[src/sv/rbrs_pkg.sv]
// rbrs_pkg: shared widths and defaults for the rank and radix sort block
// no dependencies; imported by rank_and_binary_radix_sort
package rbrs_pkg;

  localparam int ValueW      = 32;
  localparam int RankW       = 6;
  localparam int PassW       = 3;
  localparam int MaxItemsDef = 64;

endpackage

[src/sv/rank_and_binary_radix_sort.sv]
// rank_and_binary_radix_sort: loads a set of signed values, ranks them and
// emits them in ascending rank order after lsd binary radix passes on rank
// depends on rbrs_pkg
//
//  channel  | direction | handshake               | payload
//  ---------+-----------+-------------------------+-------------------------------------
//  command  | in        | start, busy             | sample_value_i, final_item_i
//  result   | out       | out_strobe_o (1 cycle)  | sorted_value_o, value_rank_o, run_end_o
//
// a non-final beat only stores its value; a final beat with n values stored
// starts ranking (one compare per cycle on the shared comparator), order
// setup, up to 6 passes on the order memory (one write and one read port),
// then one result beat per value, never back to back.
// async active-low reset clears the sequencer and the fill count; the stores
// need no clearing. results cannot be stalled; busy stays high until the last
// beat is issued.
module rank_and_binary_radix_sort #(
  parameter int MaxItems = rbrs_pkg::MaxItemsDef
) (
  input  logic                               clk_i,
  input  logic                               rst_ni,
  input  logic                               start,
  output logic                               busy,
  input  logic signed [rbrs_pkg::ValueW-1:0] sample_value_i,
  input  logic                               final_item_i,
  output logic                               out_strobe_o,
  output logic signed [rbrs_pkg::ValueW-1:0] sorted_value_o,
  output logic        [rbrs_pkg::RankW-1:0]  value_rank_o,
  output logic                               run_end_o
);
  import rbrs_pkg::*;

  localparam int IdxW = (MaxItems > 1) ? $clog2(MaxItems) : 1;
  localparam int CntW = $clog2(MaxItems + 1);

  typedef enum logic [3:0] {
    S_IDLE,
    S_RANK_P,
    S_RANK_LD,
    S_RANK_CMP,
    S_INIT,
    S_SPL_RO,
    S_SPL_RR,
    S_SPL_ACT,
    S_CPY_RD,
    S_CPY_WR,
    S_OUT_RO,
    S_OUT_RV,
    S_OUT_EMIT
  } state_e;

  state_e state_q;

  logic signed [ValueW-1:0] value_mem [MaxItems];
  logic        [IdxW-1:0]   rank_mem  [MaxItems];
  logic        [IdxW-1:0]   order_mem [MaxItems];
  logic        [IdxW-1:0]   ones_mem  [MaxItems];

  logic signed [ValueW-1:0] val_rd_q;
  logic        [IdxW-1:0]   rank_rd_q;
  logic        [IdxW-1:0]   order_rd_q;
  logic        [IdxW-1:0]   ones_rd_q;

  logic [CntW-1:0] cnt_q;
  logic [IdxW-1:0] last_q, p_q, q_q, k_q, r_q, top_q, slot_q;
  logic signed [ValueW-1:0] vp_q;
  logic [PassW-1:0] bits_q, pass_q;
  logic [CntW-1:0] nz_q, no_q;

  logic                     strobe_q, run_end_q;
  logic signed [ValueW-1:0] sorted_q;
  logic [RankW-1:0]         rank_q;

  logic                     val_we, rank_we, order_we, ones_we;
  logic [IdxW-1:0]          val_waddr, val_raddr, rank_raddr;
  logic [IdxW-1:0]          order_waddr, order_wdata;
  logic [IdxW-1:0]          ones_waddr;
  logic [IdxW-1:0]          rsum;
  logic                     lt, split_bit, pass_last, not_full;
  logic [CntW-1:0]          cnt_nxt;
  logic [IdxW-1:0]          shifted_rank;

  function automatic logic [PassW-1:0] bit_len(input logic [IdxW-1:0] x);
    logic [PassW-1:0] len;
    len = '0;
    for (int b = 0; b < IdxW; b++) begin
      if (x[b]) len = PassW'(b + 1);
    end
    return len;
  endfunction

  assign not_full     = (cnt_q < CntW'(MaxItems));
  assign cnt_nxt      = not_full ? cnt_q + CntW'(1) : cnt_q;
  assign lt           = (val_rd_q < vp_q);
  assign rsum         = r_q + IdxW'(lt);
  assign shifted_rank = rank_rd_q >> pass_q;
  assign split_bit    = shifted_rank[0];
  assign pass_last    = ((pass_q + PassW'(1)) == bits_q);

  // memory port control
  always_comb begin
    val_we      = (state_q == S_IDLE) && start && not_full;
    val_waddr   = cnt_q[IdxW-1:0];
    rank_we     = (state_q == S_RANK_CMP) && (q_q == last_q);
    order_we    = 1'b0;
    order_waddr = k_q;
    order_wdata = k_q;
    ones_we     = 1'b0;
    ones_waddr  = no_q[IdxW-1:0];
    val_raddr   = p_q;
    rank_raddr  = order_rd_q;
    unique case (state_q)
      S_RANK_LD:  val_raddr = q_q;
      S_RANK_CMP: val_raddr = q_q + IdxW'(1);
      S_OUT_RV:   val_raddr = order_rd_q;
      S_INIT:     order_we = 1'b1;
      S_SPL_ACT: begin
        if (split_bit) begin
          ones_we = 1'b1;
        end else begin
          order_we    = 1'b1;
          order_waddr = nz_q[IdxW-1:0];
          order_wdata = slot_q;
        end
      end
      S_CPY_WR: begin
        order_we    = 1'b1;
        order_waddr = nz_q[IdxW-1:0] + k_q;
        order_wdata = ones_rd_q;
      end
      default: ;
    endcase
  end

  always_ff @(posedge clk_i) begin
    if (val_we) value_mem[val_waddr] <= sample_value_i;
    if (rank_we) rank_mem[p_q] <= rsum;
    if (order_we) order_mem[order_waddr] <= order_wdata;
    if (ones_we) ones_mem[ones_waddr] <= slot_q;
    val_rd_q   <= value_mem[val_raddr];
    rank_rd_q  <= rank_mem[rank_raddr];
    order_rd_q <= order_mem[k_q];
    ones_rd_q  <= ones_mem[k_q];
  end

  always_ff @(posedge clk_i or negedge rst_ni) begin
    if (!rst_ni) begin
      state_q   <= S_IDLE;
      cnt_q     <= '0;
      last_q    <= '0;
      p_q       <= '0;
      q_q       <= '0;
      k_q       <= '0;
      r_q       <= '0;
      top_q     <= '0;
      slot_q    <= '0;
      vp_q      <= '0;
      bits_q    <= '0;
      pass_q    <= '0;
      nz_q      <= '0;
      no_q      <= '0;
      strobe_q  <= 1'b0;
      run_end_q <= 1'b0;
      sorted_q  <= '0;
      rank_q    <= '0;
    end else begin
      strobe_q <= 1'b0;
      unique case (state_q)
        S_IDLE: begin
          if (start) begin
            cnt_q <= cnt_nxt;
            if (final_item_i) begin
              last_q  <= IdxW'(cnt_nxt - CntW'(1));
              p_q     <= '0;
              top_q   <= '0;
              state_q <= S_RANK_P;
            end
          end
        end
        S_RANK_P: begin
          q_q     <= '0;
          state_q <= S_RANK_LD;
        end
        S_RANK_LD: begin
          vp_q    <= val_rd_q;
          r_q     <= '0;
          state_q <= S_RANK_CMP;
        end
        S_RANK_CMP: begin
          if (q_q == last_q) begin
            if (rsum > top_q) top_q <= rsum;
            if (p_q == last_q) begin
              k_q     <= '0;
              state_q <= S_INIT;
            end else begin
              p_q     <= p_q + IdxW'(1);
              state_q <= S_RANK_P;
            end
          end else begin
            r_q <= rsum;
            q_q <= q_q + IdxW'(1);
          end
        end
        S_INIT: begin
          if (k_q == last_q) begin
            bits_q  <= bit_len(top_q);
            pass_q  <= '0;
            k_q     <= '0;
            nz_q    <= '0;
            no_q    <= '0;
            state_q <= (bit_len(top_q) == '0) ? S_OUT_RO : S_SPL_RO;
          end else begin
            k_q <= k_q + IdxW'(1);
          end
        end
        S_SPL_RO: state_q <= S_SPL_RR;
        S_SPL_RR: begin
          slot_q  <= order_rd_q;
          state_q <= S_SPL_ACT;
        end
        S_SPL_ACT: begin
          if (split_bit) no_q <= no_q + CntW'(1);
          else nz_q <= nz_q + CntW'(1);
          if (k_q == last_q) begin
            k_q <= '0;
            if (split_bit || (no_q != '0)) begin
              state_q <= S_CPY_RD;
            end else if (pass_last) begin
              state_q <= S_OUT_RO;
            end else begin
              pass_q  <= pass_q + PassW'(1);
              nz_q    <= '0;
              no_q    <= '0;
              state_q <= S_SPL_RO;
            end
          end else begin
            k_q     <= k_q + IdxW'(1);
            state_q <= S_SPL_RO;
          end
        end
        S_CPY_RD: state_q <= S_CPY_WR;
        S_CPY_WR: begin
          if ((CntW'(k_q) + CntW'(1)) == no_q) begin
            k_q <= '0;
            if (pass_last) begin
              state_q <= S_OUT_RO;
            end else begin
              pass_q  <= pass_q + PassW'(1);
              nz_q    <= '0;
              no_q    <= '0;
              state_q <= S_SPL_RO;
            end
          end else begin
            k_q     <= k_q + IdxW'(1);
            state_q <= S_CPY_RD;
          end
        end
        S_OUT_RO: state_q <= S_OUT_RV;
        S_OUT_RV: state_q <= S_OUT_EMIT;
        S_OUT_EMIT: begin
          strobe_q  <= 1'b1;
          sorted_q  <= val_rd_q;
          rank_q    <= RankW'(rank_rd_q);
          run_end_q <= (k_q == last_q);
          if (k_q == last_q) begin
            cnt_q   <= '0;
            state_q <= S_IDLE;
          end else begin
            k_q     <= k_q + IdxW'(1);
            state_q <= S_OUT_RO;
          end
        end
        default: state_q <= S_IDLE;
      endcase
    end
  end

  assign busy           = (state_q != S_IDLE);
  assign out_strobe_o   = strobe_q;
  assign sorted_value_o = sorted_q;
  assign value_rank_o   = rank_q;
  assign run_end_o      = run_end_q;

`ifndef SYNTH
  a_strobe_spaced: assert property (@(posedge clk_i) disable iff (!rst_ni)
    out_strobe_o |=> !out_strobe_o)
    else $error("result beats back to back");

  a_end_frees: assert property (@(posedge clk_i) disable iff (!rst_ni)
    (out_strobe_o && run_end_o) |-> !busy)
    else $error("busy after last result beat");

  a_final_busy: assert property (@(posedge clk_i) disable iff (!rst_ni)
    (start && !busy && final_item_i) |=> busy)
    else $error("final beat did not start the sort");

  a_cnt_range: assert property (@(posedge clk_i) disable iff (!rst_ni)
    cnt_q <= CntW'(MaxItems))
    else $error("fill count beyond store depth");
`endif

endmodule
[config.mk]
export PLATFORM = sky130hd
export DESIGN_NAME = rank_and_binary_radix_sort
export DESIGN_NICKNAME = d
export VERILOG_FILES = /design/src/sv/rbrs_pkg.sv /design/src/sv/rank_and_binary_radix_sort.sv
export SDC_FILE = /design/constraint.sdc
export NUM_CORES = 2
export LEC_CHECK = 0
export CAP_MARGIN = 20
export CORE_MARGIN = 2
export CORE_UTILIZATION = 25
export DETAILED_ROUTE_END_ITERATION = 7
export DONT_BUFFER_PORTS = 1
export MAX_ROUTING_LAYER = met4
export PLACE_DENSITY = 0.38
export RECOVER_POWER = 50
export REMOVE_ABC_BUFFERS = 1
export SKIP_LAST_GASP = 1
export SYNTH_ARGS = -nofsm -noshare
export SYNTH_HDL_FRONTEND = slang
export SYNTH_SLANG_ARGS = --single-unit
[constraint.sdc]
create_clock -name clk_i -period 6.2 [get_ports clk_i]
set_input_delay 0.31 -clock clk_i [delete_from_list [all_inputs] [get_ports clk_i]]
set_output_delay 0.31 -clock clk_i [all_outputs]
set_load 0.05 [all_outputs]
Word level (Yosys, flattened, before mapping)
Memory sizes are Yosys's and may differ from the RTL's. A register that Yosys moved wholly into a read port is not among the register bits.
Index checks and enable logic that the tools add are counted.
Word-level totals
  bits in registers: 145
  memories: 4
  RAM bits: 3200
  input port bits: 36
Memory list
  value_mem: depth 64, bits a word 32, rd ports 1, clocked after memory_dff 1, write ports 1, RTL line rank_and_binary_radix_sort.sv:54  | logic signed [ValueW-1:0] value_mem [MaxItems];
  ones_mem: depth 64, bits a word 6, rd ports 1, clocked after memory_dff 1, write ports 1, RTL line rank_and_binary_radix_sort.sv:57  | logic [IdxW-1:0] ones_mem [MaxItems];
  order_mem: depth 64, bits a word 6, rd ports 1, clocked after memory_dff 1, write ports 1, RTL line rank_and_binary_radix_sort.sv:56  | logic [IdxW-1:0] order_mem [MaxItems];
  rank_mem: depth 64, bits a word 6, rd ports 1, clocked after memory_dff 1, write ports 1, RTL line rank_and_binary_radix_sort.sv:55  | logic [IdxW-1:0] rank_mem [MaxItems];
Cells by class
  multiplexer cells: 78
  reductions and logical operators: 27
  add/sub/neg operators: 11
  equality and inequality tests: 31
  shift operators: 1
  order comparisons: 3
Operators by type and width (count)
  7-bit two-way mux: 13
  6-bit two-way mux: 15
  6-bit one-hot mux with 2 select lines: 6
  4-bit one-hot mux with 13 select lines: 1
  7-bit one-hot mux with 3 select lines: 2
  4-bit two-way mux: 10
  3-bit two-way mux: 13
  32-bit less-than comparator: 1
  6-bit one-hot mux with 4 select lines: 1
  2-bit != test (second input constant): 11
  7-bit by 1-bit adder with 7-bit output (second input constant): 3
  4-bit equality test (second input constant): 5
  6-bit by 1-bit adder with 6-bit output (second input constant): 3
  6-bit equality test: 3
  6-bit one-hot mux with 3 select lines: 1
  4-bit by 3-bit equality test with 1-bit output (second input constant): 4
  5-bit AND reduction: 3
  7-bit one-hot mux with 2 select lines: 1
  1-bit two-way mux: 13
  4-bit AND reduction: 3
  3-bit one-hot mux with 3 select lines: 1
  4-bit by 2-bit equality test with 1-bit output (second input constant): 2
  2-bit nonzero test: 4
  4-bit nonzero test: 2
  22 further kinds: 30

Longest topological paths before layout
  word-level depth: 12
  gate-level depth with buffers: 21
  gate-level depth less buffers: 21

Worst setup path before layout
Ideal clock, no wire load.
  path type: flip-flop to flip-flop
  start point: register vp_q[25]
  end point: register top_q[3]
  slack: 0.694 ns
  arrival: 5.420 ns
  required time: 6.113 ns
  cell stages (with the launch flop): 22
  path buffers: 0
  period minus slack after synthesis: 5.506 ns
  setup time: 0.087 ns
  cells stage by stage: dfrtp_1 inv_1 ha_1 a21o_1 a21o_1 a21o_1 a21oi_1 o21ai_0 nor2_1 o21ai_0 o21ai_0 ha_1 ha_1 xor2_1 ha_1 o21a_1 o21ai_0 nand2b_1 a21oi_1 nor2b_1 o21ai_1 mux2i_1
Between the ends
  cells in the longest elaborated chain, start to end: 5
Ends and longest elaborated chain
  start, declared: RTL line rank_and_binary_radix_sort.sv:66  | logic signed [ValueW-1:0] vp_q;
  start signal, assigned: RTL line rank_and_binary_radix_sort.sv:185  | vp_q <= val_rd_q;
  32-bit less-than comparator: RTL line rank_and_binary_radix_sort.sv:94  | assign lt = (val_rd_q < vp_q);
  6-bit by 1-bit adder with 6-bit output: RTL line rank_and_binary_radix_sort.sv:95  | assign rsum = r_q + IdxW'(lt);
  net rsum[2]: RTL line rank_and_binary_radix_sort.sv:78  | logic [IdxW-1:0] rsum;
  6-bit greater-than comparator: RTL line rank_and_binary_radix_sort.sv:191  | if (rsum > top_q) top_q <= rsum;
  2-bit by 1-bit != test with 1-bit output (no line)
  5-bit AND reduction (no line)
  end signal, assigned: RTL line rank_and_binary_radix_sort.sv:191
  end, declared: RTL line rank_and_binary_radix_sort.sv:65  | logic [IdxW-1:0] last_q, p_q, q_q, k_q, r_q, top_q, slot_q;
The timed path passes the listed nets, and every way through them passes these cells. The select of a mux whose other input is x is not followed.
A chain may end at the register's enable or synchronous reset.

Final worst setup path
  start point: register state_q[1]
  end point: memory value_mem[46][21] (enable)
Between the ends
  cells in the longest elaborated chain, start to end: 5
Ends and longest elaborated chain
  start, declared: RTL line rank_and_binary_radix_sort.sv:52  | state_e state_q;
  start signal, assigned: RTL line rank_and_binary_radix_sort.sv:211  | state_q <= (bit_len(top_q) == '0) ? S_OUT_RO : S_SPL_RO;
  4-bit zero test: RTL line rank_and_binary_radix_sort.sv:102  | val_we = (state_q == S_IDLE) && start && not_full;
  1-bit logical AND (2 in a row): RTL line rank_and_binary_radix_sort.sv:102
  1-bit two-way mux: RTL line rank_and_binary_radix_sort.sv:136  | if (val_we) value_mem[val_waddr] <= sample_value_i;
  1-bit two-way mux (implied by the code): RTL line rank_and_binary_radix_sort.sv:136
  end, declared: RTL line rank_and_binary_radix_sort.sv:54
No other way between the ends.

==> results.tsv <==
metric	value	unit
placedInstanceArea	0.1460	sq mm
required	6.83	ns
ys.flop_type	edfxtp_1	
ys_async_sr_fraction	4.243	%
final_cell_area	0.1587	sq mm
crit_type	flop to flop	
maxCapViolCount	60	
max_freq	181.5	MHz
min_path_type	input port to flop	
cp-start-kind	flop	
cts_root_buf	clkbuf_16	
cts_max_level	5	
grt_use_total	16.23	%
syn_inst	8531	
dp_cells	15502	
ir_drop	0.4907	mV
slew_viol_final	3206	
fin_setup_tns	0	ns
cp-end-kind	flop	
antenna_found_initial	26	
vias_per_cell	4.741	
synth_edf_count	3200	
cts_made_buffers	388	
fin_skew	0.08038	ns
num_rows	270	
cts_setup_buffers	0	
fin_crit	5.510	ns
tightestPinTransition	4.606	ns
wirelength	445.8	mm
yosys-top-cells-area	edfxtp_1 (71%), mux4_2 (6.3%), nand2_1 (3.5%)	
yosysMostFrequentCell	edfxtp_1	
initial_core_util	25.11	%
cp_max_fo	20	
final_min_period_over_clock_period	88.88	%
hold_viol_final	0	
grt_pass1_wl	626.4	mm
layout.nets	8848	
drc_errors	0	
grt_pass1_vias	77556	
violations	max-capacitance violations, max-slew violations	
clock-sinks	3394	
port_buffers	0	
io-pin-count	77	
clk-insertion-delay-late	1.00	ns
cts_resized	0	
p_per_area	449.7	mW/mm^2
cts-hold-fix-buffers	71	
first_pass_iters	6	
synth_area	0.1358	sq mm
yosys-top-cells-count	edfxtp_1 (3200), nand2_1 (1281), nand3_1 (465)	
tritoncts	built	
yosys.area.top_type	edfxtp_1	
cts.clk_slew.worst_paths	0.06	ns
crit_arrival	6.15	ns
die_w	741.1	microns
core	0.5409	sq mm
dp.final_hpwl	264.6	mm
stdcell_count	16320	
path_cells	nor2_1, and3_1, clkbuf_1, nand4_1, clkbuf_1, nor2_1, buf_4	
crit_path_top_delay_cell	nor2_1	
dieArea	0.5492	sq mm
synth_cell_types	87	
clockBufferDepth	4	
ys_seq_elements	3394	
grt_max_degree	148	
synth_top_cell_area_share	70.75	%
slew_headroom	-207.1	%
synth_seq_area_share	74.14	%
rsz0062_at_grt	no	
area_growth	16.87	%
syn_area_per_cell	15.92	sq um
setup_viol	0	
drtIter0Drc	7092	
drive_gt1_share	15.44	%
fp.dieH	741.1	microns
ant_nets	0	
p_leak	0.05161	uW
yosys_warnings	0	
status	complete, but fails checks	
routabilityCongestion	0.7849	
slowest_delay	1.90	ns
grt-ovfl-total	0	
vias	77368	
wire_per_inst	27.32	microns
==> logic make-up (layout without fill, tap and decap cells) <==
family	Yosys count	in the layout	synth area share [%]
AO/OA/AOI/OAI	1076	1076	5.475
XOR/XNOR	53	53	0.3519
adder cells (fa/ha/maj)	54	54	0.5030
other	0	23	0
flip-flops	3394	3394	74.14
buffers and inverters	679	1237	2.198
multiplexers	806	806	9.488
AND/OR/NAND/NOR	2469	2469	7.847
==> stage by stage <==
step | total power, uW | setup slack [ns] | util [%] | hold slack [ns]
final | 71390 | 0.6896 | 29.35 | 0.2624
after global routing | 74490 | 0.3882 | 29.35 | 0.1909
after CTS | 72290 | 0.8312 | 29.53 | 0.1423
after global placement | 49040 | 0.8137 | 26.97 | 0.02245
after detailed placement | 49080 | 0.9236 | 26.99 | 0.02260
after floorplan | 36650 | -17.52 | - | 0.01441
==> layout by cell type (no fill, tap or decap), drive strengths merged, types with 156 or more instances in the layout <==
cell / netlist / layout
o21ai: 179 / 179
mux4: 379 / 379
clkbuf: 251 / 577
edfxtp: 3200 / 3200
inv: 146 / 156
buf: 282 / 267
clkinv: 0 / 166
a21oi: 233 / 233
nor2: 455 / 455
nand2: 1283 / 1283
mux2i: 365 / 365
nand3: 469 / 469
==> registers in the layout, summed over array words and instances (netlist names), 7 cells and up <==
name,count
ones_mem,384
value_mem,2048
rank_mem,384
no_q,7
sorted_value_o,32
val_rd_q,32
vp_q,32
cnt_q,7
order_mem,384
==> layer usage <==
layer / part of all wire, % / wire [microns] / up-vias / global-route usage (%)
met1: 46 / 204100 / 41197 / 22.22
met4: 1.9 / 8363 / 0 / 3.058
met5: 0 / 0 / - / -
met3: 5.0 / 22160 / 526 / 2.246
li1: - / - / 33614 / -
met2: 47 / 211200 / 2031 / 25.95
==> worst max-delay path, delay by kind of cell, from the launching register on <==
kind | cells | cell delay (ns)
and+or+nand+nor | 4 | 2.90
DFF | 1 | 0.61
buffers and inverters | 3 | 1.61
==> final timing paths <==
| check | end | cells past startpoint | from | slack (ns) |
|---|---|---|---|---|
| max | value_mem[46][21] | 7 | state_q[1] | 0.69 |
| min | p_q[2] | 2 | final_item_i | 0.26 |
| max reg2reg | value_mem[46][21] | 7 | state_q[1] | 0.69 |
| min reg2reg | vp_q[2] | 2 | val_rd_q[2] | 0.49 |
| max in group asynchronous | k_q[2] | 3 | rst_ni | 1.46 |
| min in group asynchronous | slot_q[2] | 3 | rst_ni | 1.81 |
==> power breakdown <==
part           leakage, uW  internal, uW  switching (uW)
clock              0.00606         13000            9640
combinational       0.0144          6660           15400
sequential          0.0311         26100             632
==> final cells by class <==
type                    instances  area, sq um
fillers                     53588       382100
flip-flops and latches       3394       100700
multi-input cells            4458        32750
clock buffers                 511        10410
well taps                    7208         9019
repair buffers                370         3193
clock inverters               210         2031
inverters                     146        548.0
diodes                         23        57.56
(Power assumes the default switching activity.)
